**src/design/som_pkg.sv**
```systemverilog
`timescale 1ns / 1ps
// ----------------------------------------------------------------------------
// Spiral order matrix reader package
// Widths, register indexes, state types and helpers shared by the block.
// ----------------------------------------------------------------------------
package som_pkg;

  localparam int DATA_W = 32;
  localparam int CFG_W = 4;
  localparam int TOT_W = 2 * CFG_W;
  localparam int POS_W = 3;

  localparam int DEF_MAX_ROWS = 8;
  localparam int DEF_MAX_COLS = 8;

  localparam logic [CFG_W-1:0] RESET_DIM = 4'd8;

  localparam logic REG_ROWS = 1'b0;
  localparam logic REG_COLS = 1'b1;

  typedef enum logic {
    ST_LOAD,
    ST_EMIT
  } som_state_e;

  typedef enum logic [1:0] {
    PH_TOP,
    PH_RIGHT,
    PH_BOTTOM,
    PH_LEFT
  } som_phase_e;

  typedef struct packed {
    logic start;
    logic advance;
  } som_seq_ctrl_t;

  typedef struct packed {
    logic [POS_W-1:0] row;
    logic [POS_W-1:0] col;
    logic             last;
  } som_pos_t;

  function automatic logic [CFG_W-1:0] clamp_dim(input logic [CFG_W-1:0] v,
                                                 input logic [CFG_W-1:0] maxv);
    logic [CFG_W-1:0] res;
    res = v;
    if (v == '0) begin
      res = CFG_W'(1);
    end else if (v > maxv) begin
      res = maxv;
    end
    return res;
  endfunction

endpackage

```
**src/design/spiral_order_matrix_reader.sv**
```systemverilog
`timescale 1ns / 1ps
// The input is not stalled while loading, so every valid element is accepted.
// After the final element is accepted the block enters emission and then loads the store
// read register for the first result; one result per cycle leaves that register unless out_stall_i holds it.
// The input stalls during emission.
// Reset sets both dimensions to 8 and clears the load count; the store is not cleared.
// ----------------------------------------------------------------------------
// Spiral order matrix reader
// Loads a matrix in row-major order and emits it in clockwise spiral order.
// ----------------------------------------------------------------------------
module spiral_order_matrix_reader import som_pkg::*; #(
  parameter int MAX_ROWS = DEF_MAX_ROWS,
  parameter int MAX_COLS = DEF_MAX_COLS
) (
  input  logic                     clk_i,
  input  logic                     rst_ni,
  input  logic                     cfg_we_i,
  input  logic                     cfg_index_i,
  input  logic [CFG_W-1:0]         cfg_data_i,
  input  logic                     in_valid_i,
  output logic                     in_stall_o,
  input  logic signed [DATA_W-1:0] element_value_i,
  output logic                     out_valid_o,
  input  logic                     out_stall_i,
  output logic signed [DATA_W-1:0] out_value_o,
  output logic [POS_W-1:0]         out_row_o,
  output logic [POS_W-1:0]         out_col_o,
  output logic                     last_of_run_o
);

  localparam int Depth = MAX_ROWS * MAX_COLS;
  localparam int AddrW = (Depth > 1) ? $clog2(Depth) : 1;
  localparam int CntW = $clog2(Depth + 1);
  localparam logic [CFG_W-1:0] MaxR = CFG_W'(MAX_ROWS);
  localparam logic [CFG_W-1:0] MaxC = CFG_W'(MAX_COLS);

  som_state_e       state_q, state_d;
  logic [CFG_W-1:0] rows_q;
  logic [CFG_W-1:0] cols_q;
  logic [CFG_W-1:0] rows_eff;
  logic [CFG_W-1:0] cols_eff;
  logic [TOT_W-1:0] total;
  logic [CntW-1:0]  count_q, count_d;
  logic [CntW-1:0]  count_base;
  logic [CntW-1:0]  count_inc;
  logic             in_accept;
  logic             out_free;
  logic             out_valid_q, out_valid_d;
  logic             mem_we;
  logic             mem_re;
  som_seq_ctrl_t    seq_ctrl;
  som_pos_t         seq_pos;
  som_pos_t         out_pos_q;
  logic [AddrW-1:0] seq_addr;
  logic [DATA_W-1:0] rdata;

  assign rows_eff = clamp_dim(rows_q, MaxR);
  assign cols_eff = clamp_dim(cols_q, MaxC);
  assign total = TOT_W'(rows_eff) * TOT_W'(cols_eff);

  assign in_stall_o = (state_q == ST_EMIT);
  assign in_accept = in_valid_i && !in_stall_o;
  assign out_free = !out_valid_q || !out_stall_i;

  assign count_base = (TOT_W'(count_q) >= total) ? '0 : count_q;
  assign count_inc = count_base + CntW'(1);

  always_ff @(posedge clk_i or negedge rst_ni) begin
    if (!rst_ni) begin
      rows_q <= RESET_DIM;
      cols_q <= RESET_DIM;
    end else if (cfg_we_i) begin
      unique case (cfg_index_i)
        REG_ROWS: rows_q <= cfg_data_i;
        REG_COLS: cols_q <= cfg_data_i;
        default: begin
        end
      endcase
    end
  end

  always_ff @(posedge clk_i or negedge rst_ni) begin
    if (!rst_ni) begin
      state_q <= ST_LOAD;
      count_q <= '0;
      out_valid_q <= 1'b0;
    end else begin
      state_q <= state_d;
      count_q <= count_d;
      out_valid_q <= out_valid_d;
    end
  end

  always_comb begin
    state_d = state_q;
    count_d = count_q;
    out_valid_d = out_free ? 1'b0 : out_valid_q;
    mem_we = 1'b0;
    mem_re = 1'b0;
    seq_ctrl.start = 1'b0;
    seq_ctrl.advance = 1'b0;
    unique case (state_q)
      ST_LOAD: begin
        if (in_accept) begin
          mem_we = 1'b1;
          if (TOT_W'(count_inc) == total) begin
            count_d = '0;
            seq_ctrl.start = 1'b1;
            state_d = ST_EMIT;
          end else begin
            count_d = count_inc;
          end
        end
      end
      ST_EMIT: begin
        if (out_free) begin
          mem_re = 1'b1;
          seq_ctrl.advance = 1'b1;
          out_valid_d = 1'b1;
          if (seq_pos.last) begin
            state_d = ST_LOAD;
          end
        end
      end
      default: begin
        state_d = ST_LOAD;
      end
    endcase
  end

  always_ff @(posedge clk_i) begin
    if (mem_re) begin
      out_pos_q <= seq_pos;
    end
  end

  som_store #(
    .DEPTH (Depth),
    .ADDR_W(AddrW)
  ) u_store (
    .clk_i  (clk_i),
    .we_i   (mem_we),
    .waddr_i(count_base[AddrW-1:0]),
    .wdata_i(element_value_i),
    .re_i   (mem_re),
    .raddr_i(seq_addr),
    .rdata_o(rdata)
  );

  som_seq #(
    .ADDR_W(AddrW),
    .CNT_W (CntW)
  ) u_seq (
    .clk_i (clk_i),
    .rst_ni(rst_ni),
    .ctrl_i(seq_ctrl),
    .rows_i(rows_eff),
    .cols_i(cols_eff),
    .addr_o(seq_addr),
    .pos_o (seq_pos)
  );

  assign out_valid_o = out_valid_q;
  assign out_value_o = rdata;
  assign out_row_o = out_pos_q.row;
  assign out_col_o = out_pos_q.col;
  assign last_of_run_o = out_pos_q.last;

endmodule

```
**src/design/som_store.sv**
```systemverilog
`timescale 1ns / 1ps
// ----------------------------------------------------------------------------
// Spiral order matrix reader element store
// Single-port write, registered-read memory holding the loaded matrix.
// ----------------------------------------------------------------------------
module som_store import som_pkg::*; #(
  parameter int DEPTH  = DEF_MAX_ROWS * DEF_MAX_COLS,
  parameter int ADDR_W = 6
) (
  input  logic              clk_i,
  input  logic              we_i,
  input  logic [ADDR_W-1:0] waddr_i,
  input  logic [DATA_W-1:0] wdata_i,
  input  logic              re_i,
  input  logic [ADDR_W-1:0] raddr_i,
  output logic [DATA_W-1:0] rdata_o
);

  logic [DATA_W-1:0] mem_q [DEPTH];
  logic [DATA_W-1:0] rdata_q;

  always_ff @(posedge clk_i) begin
    if (we_i) begin
      mem_q[waddr_i] <= wdata_i;
    end
  end

  always_ff @(posedge clk_i) begin
    if (re_i) begin
      rdata_q <= mem_q[raddr_i];
    end
  end

  assign rdata_o = rdata_q;

endmodule

```
**src/design/som_seq.sv**
```systemverilog
`timescale 1ns / 1ps
// ----------------------------------------------------------------------------
// Spiral order matrix reader sequencer
// Walks the rings of the matrix and steps the store address with one adder.
// ----------------------------------------------------------------------------
module som_seq import som_pkg::*; #(
  parameter int ADDR_W = 6,
  parameter int CNT_W  = 7
) (
  input  logic              clk_i,
  input  logic              rst_ni,
  input  som_seq_ctrl_t     ctrl_i,
  input  logic [CFG_W-1:0]  rows_i,
  input  logic [CFG_W-1:0]  cols_i,
  output logic [ADDR_W-1:0] addr_o,
  output som_pos_t          pos_o
);

  som_phase_e        phase_q, phase_d;
  logic [CFG_W-1:0]  s_q, s_d;
  logic [CFG_W-1:0]  r_q, r_d;
  logic [CFG_W-1:0]  c_q, c_d;
  logic [ADDR_W-1:0] addr_q;
  logic [CNT_W-1:0]  delta;
  logic [CNT_W-1:0]  cols_ext;
  logic [CNT_W-1:0]  addr_sum;
  logic [CFG_W-1:0]  ex;
  logic [CFG_W-1:0]  ey;
  logic [CFG_W-1:0]  s1;
  logic              ring_ok;
  logic              last;

  assign ex = cols_i - CFG_W'(1) - s_q;
  assign ey = rows_i - CFG_W'(1) - s_q;
  assign s1 = s_q + CFG_W'(1);
  assign ring_ok = ({1'b0, cols_i} > {s1, 1'b0}) && ({1'b0, rows_i} > {s1, 1'b0});
  assign cols_ext = CNT_W'(cols_i);

  always_comb begin
    phase_d = phase_q;
    s_d = s_q;
    r_d = r_q;
    c_d = c_q;
    delta = CNT_W'(1);
    last = 1'b0;
    unique case (phase_q)
      PH_TOP: begin
        if (c_q < ex) begin
          c_d = c_q + CFG_W'(1);
        end else if (s_q < ey) begin
          r_d = r_q + CFG_W'(1);
          phase_d = PH_RIGHT;
          delta = cols_ext;
        end else begin
          last = 1'b1;
        end
      end
      PH_RIGHT: begin
        if (r_q < ey) begin
          r_d = r_q + CFG_W'(1);
          delta = cols_ext;
        end else if (s_q < ex) begin
          c_d = c_q - CFG_W'(1);
          phase_d = PH_BOTTOM;
          delta = '1;
        end else begin
          last = 1'b1;
        end
      end
      PH_BOTTOM: begin
        if (c_q > s_q) begin
          c_d = c_q - CFG_W'(1);
          delta = '1;
        end else if (s1 < ey) begin
          r_d = r_q - CFG_W'(1);
          phase_d = PH_LEFT;
          delta = ~cols_ext + CNT_W'(1);
        end else begin
          last = 1'b1;
        end
      end
      PH_LEFT: begin
        if (r_q > s1) begin
          r_d = r_q - CFG_W'(1);
          delta = ~cols_ext + CNT_W'(1);
        end else if (ring_ok) begin
          s_d = s1;
          c_d = c_q + CFG_W'(1);
          phase_d = PH_TOP;
        end else begin
          last = 1'b1;
        end
      end
      default: begin
        last = 1'b1;
      end
    endcase
  end

  assign addr_sum = CNT_W'(addr_q) + delta;

  always_ff @(posedge clk_i or negedge rst_ni) begin
    if (!rst_ni) begin
      phase_q <= PH_TOP;
      s_q <= '0;
      r_q <= '0;
      c_q <= '0;
      addr_q <= '0;
    end else if (ctrl_i.start) begin
      phase_q <= PH_TOP;
      s_q <= '0;
      r_q <= '0;
      c_q <= '0;
      addr_q <= '0;
    end else if (ctrl_i.advance) begin
      phase_q <= phase_d;
      s_q <= s_d;
      r_q <= r_d;
      c_q <= c_d;
      addr_q <= addr_sum[ADDR_W-1:0];
    end
  end

  assign addr_o = addr_q;
  assign pos_o.row = r_q[POS_W-1:0];
  assign pos_o.col = c_q[POS_W-1:0];
  assign pos_o.last = last;

endmodule

```
**config.mk**
```make
export PLATFORM = sky130hd
export DESIGN_NAME = spiral_order_matrix_reader
export DESIGN_NICKNAME = d
export VERILOG_FILES = /design/src/design/som_pkg.sv /design/src/design/spiral_order_matrix_reader.sv /design/src/design/som_store.sv /design/src/design/som_seq.sv
export SDC_FILE = /design/constraint.sdc
export NUM_CORES = 2
export LEC_CHECK = 0
export BUFFER_PORTS_ARGS = -buffer_cell sky130_fd_sc_hd__clkbuf_2
export CAP_MARGIN = 20
export CELL_PAD_IN_SITES_DETAIL_PLACEMENT = 2
export CELL_PAD_IN_SITES_GLOBAL_PLACEMENT = 2
export CORE_ASPECT_RATIO = 1.2
export CORE_MARGIN = 2
export CORE_UTILIZATION = 58
export CTS_BUF_LIST = sky130_fd_sc_hd__clkbuf_2
export DETAILED_ROUTE_END_ITERATION = 10
export PLACE_DENSITY_LB_ADDON = 0.1
export SLEW_MARGIN = 20
export SYNTH_ARGS = -nofsm -noshare
export SYNTH_HDL_FRONTEND = slang
export SYNTH_SLANG_ARGS = --single-unit
export TNS_END_PERCENT = 5
```
**constraint.sdc**
```tcl
create_clock -name clk_i -period 12.6 [get_ports clk_i]
set_input_delay 2.52 -clock clk_i [delete_from_list [all_inputs] [get_ports clk_i]]
set_output_delay 2.52 -clock clk_i [all_outputs]
set_load 0.01 [all_outputs]
```
==> results of run 1 <==
==> cell families after synthesis <==
family | after synthesis | synth area share, %
xor+xnor | 33 | 0.3726
buf+inv | 224 | 1.166
compound gates | 120 | 0.9525
fa+ha+maj | 83 | 1.328
flops | 2124 | 76.36
simple gates | 250 | 1.475
mux | 694 | 18.34
==> metrics by stage <==
step                    hold WS, ns  area [µm²]
after floorplan              0.4804       83280
after global placement       0.4931       86560
==> synth_stat cells (12+ instances only) <==
cell      number  area (µm²)
nor4_1        16       100.1
mux4_2       664       14950
xnor2_1       21       183.9
buf_1         16       60.06
a21oi_1       29       145.1
edfxtp_1    2087       62670
nor2_1       100       375.4
ha_1          74       925.9
inv_1         45       168.9
nand2_1       43       161.4
nand3_1       16       80.08
nor3_1        12       60.06
mux2_2        17       191.4
dfrtp_1       35       875.8
o21ai_0       29       145.1
mux2i_1       13       130.1
clkbuf_1      99       371.6
buf_2         50       250.2
==> impl_metrics.toml, run 1 <==
[run_status]
status = "did not finish"
stop_stage = "detailed placement"
tool.error = "[ERROR DPL-0033] detailed placement checks failed during check placement."

[synthesis]
ys_types = 73
ys_warn_count = 0
synthArstFlopShare_pct = 1.742
yosysSeqAreaShare_pct = 76.36
syn_avg_cell_area_um2 = 23.61
synthesis.nets = 3653
syn_area_um2 = 83280
syn_inst = 3528
synth_ff_type = "edfxtp_1"
synth_edf_count = 2087
synth-seq-cells = 2124

[placed_design]
port_buffers = 82
gp_routability_congestion = 0.8501
dpl.hpwl_mm = 187.1

[floorplanning]
start_util_pct = 58.31
io_pins = 83
row_count = 152
die_h_um = 419.1
die_w_um = 349.9
==> run 2, diff against run 1 <==
- CELL_PAD_IN_SITES_DETAIL_PLACEMENT: 2 -> not set
- CELL_PAD_IN_SITES_GLOBAL_PLACEMENT: 2 -> not set
- CORE_ASPECT_RATIO: 1.2 -> not set
- CORE_UTILIZATION: 58 -> 40
- CTS_BUF_LIST: sky130_fd_sc_hd__clkbuf_2 -> not set
- PLACE_DENSITY_LB_ADDON: 0.1 -> 0.15
==> impl_metrics.toml, run 2 <==
[critical_path]
timing.critical_path.from_type = "register"
arrival_ns = 7.74
cp.required_ns = 13.30
critPathKind = "reg -> reg"
crit_fanout = 38
critical-path-slowest-cell = "dfstp_2"
max_stage_delay_ns = 0.65
crit_top_cell = "fa_1"
end_kind = "register"

[final_layout]
largest_reg_flops = 2048
regArea_um2 = 63620
final_common_cell = "edfxtp_1"
stdcell_count = 6773
final_nets = 3913
layout_common_cells = "2,087 x edfxtp_1, 664 x mux4_2, 221 x clkbuf_16"
top_register = "u_store.mem_q"
multiInputGateArea_um2 = 19170
syn_to_final_growth_pct = 14.42
fillCellCount = 17130
fin_util_pct = 46.02
drive_gt1_share_pct = 33.01

[timing]
rsz0062_at_grt = "no"
hold_viol = 0
tightest_slew_ns = 1.052
period_share_pct = 55.90
setup_viol_count_final = 0
drv_slew = 0
maxSlewHeadroom_pct = 29.69
finClkSkew_ns = 0.02921
max_freq_mhz = 142.0
finalSetupTns_ns = 0
whs_ns = 0.5110
finalCriticalPeriod_ns = 7.044

[drt]
wl_met1_mm = 94.62
wl_met2_mm = 102.7
drtAntennaViolNets = 0
via_count = 38220
wl_per_cell_um = 32.00
firstDrtPassIters = 6
wl_met3_mm = 15.19
routed_wl_mm = 216.8
drc = 0
top_layer = "met5"
drt-vias-per-instance = 5.643
drtIter0Drc = 4450

[power_and_ir_drop]
p_leak_uw = 0.02948
peakVddDrop_mv = 0.1484
powerDensity_nw_per_um2 = 213.6

[synthesis]
ys_warn_count = 0
synth-seq-cells = 2124
synth_edf_count = 2087
ys_types = 73
synthesis.nets = 3653
syn_area_um2 = 83280
synth_area_leaders = "edfxtp_1 75%, mux4_2 18%, ha_1 1.1%, dfrtp_1 1.1%, nor2_1 0.45%"
synth_top_area_share_pct = 75.25
synth_common_cells = "2,087 x edfxtp_1, 664 x mux4_2, 100 x nor2_1"
synth_ff_type = "edfxtp_1"
yosysSeqAreaShare_pct = 76.36
synthArstFlopShare_pct = 1.742
synth.most_common_cell = "edfxtp_1"
syn_inst = 3528
synth_top_cell_by_area = "edfxtp_1"
syn_avg_cell_area_um2 = 23.61

[clock_tree]
cts_root_buffer = "clkbuf_16"
hold_buffers = 0
cts.sinks = 2124
clkLatencyLatePin_ns = 0.85
cts_tree = "built"
postCtsSetupBuffers = 0
cts_buffers = 220
cts_max_path_buffers = 3
clk_pin_slew_ns = 0.06
cts_max_level = 4
cts_resized = 0

[global_route]
grt_max_degree = 117
overflow = 0
grt_pass1_vias = 38470
grt_pass1_wl_mm = 304.7
antenna_found_initial = 24
track_usage_pct = 20.52

[floorplanning]
io_pins = 83
die_w_um = 460.3
core_um2 = 207100
dieArea_um2 = 211900
row_count = 167
start_util_pct = 40.22
die_h_um = 460.3

[run_status]
status = "complete, no violations"

[worst_hold_path]
hold_class = "reg -> reg"

[placed_design]
port_buffers = 82
dpl.hpwl_mm = 126.2
numPlacedInstances = 6353
gp_routability_congestion = 0.7933

[run]
maxCapViolations = 0
## run 2: cell counts after synthesis
Identical to the previous run, type by type.
## run 2: worst paths after layout
kind | startpoint | endpoint | slack (ns) | depth (start not counted)
hold / removal | rows_q[0]$_DFFE_PN0P_ | rows_q[0]$_DFFE_PN0P_ | 0.51 | 1
setup reg to reg | cols_q[3]$_DFFE_PN1P_ | u_seq.s_q[3]$_DFFE_PN0P_ | 5.56 | 26
setup / recovery | cols_q[3]$_DFFE_PN1P_ | u_seq.s_q[3]$_DFFE_PN0P_ | 5.56 | 26
min in group asynchronous | rst_ni | async pin | 1.74 | 2
hold reg to reg | rows_q[0]$_DFFE_PN0P_ | rows_q[0]$_DFFE_PN0P_ | 0.51 | 1
max in group asynchronous | rst_ni | u_seq.addr_o[5]$_DFFE_PN0N_ | 10.42 | 2
## run 2: layout make-up
cell class	count	share of cell area, %
sequential	2124	66.76
multi-input combinational	1180	20.12
clock buffer	253	5.929
tap	2788	3.661
clock inverter	162	1.695
timing repair buffer	216	1.644
inverter	46	0.1812
antenna	4	0.01050
## run 2: worst max-delay path: cells and delay by family (launching register included)
family | cells | cell delay, ns
simple gates | 10 | 2.13
fa+ha+maj | 5 | 1.90
compound gates | 5 | 0.87
flops | 1 | 0.65
xor+xnor | 2 | 0.55
buf+inv | 3 | 0.51
mux | 1 | 0.29
## run 2: through the flow
stage / setup slack (ns) / area, µm² / total power [µW]
final: 5.556 / 95300 / 20350
after global routing: 5.028 / 95290 / 21150
after CTS: 5.545 / 95260 / 20640
after detailed placement: 5.564 / 87990 / 14110
after global placement: 5.551 / 87890 / 14100
after floorplan: 4.351 / 83280 / 11930
## run 2: power by group
part / total (µW) / leakage, µW / switching, µW / internal, µW
sequential: 8360 / 0.0192 / 236 / 8130
clock: 6510 / 0.00356 / 2770 / 3740
combinational: 5480 / 0.00669 / 3120 / 2360
total: 20400 / 0.0295 / 6130 / 14200
## run 2: metal layers
metal / GRT usage, % / vias to the layer above
met5: 0 / -
met4: 4.626 / 6
li1: - / 15650
met3: 4.517 / 235
met2: 31.95 / 1256
met1: 29.68 / 21080
## run 2: cells by family after synthesis
| family | synth area share [%] |
|---|---|
| fa+ha+maj | 1.328 |
| flops | 76.36 |
| buf+inv | 1.166 |
| xor+xnor | 0.3726 |
| simple gates | 1.475 |
| mux | 18.34 |
| compound gates | 0.9525 |
Note: power is estimated with default switching activity, not from simulation.
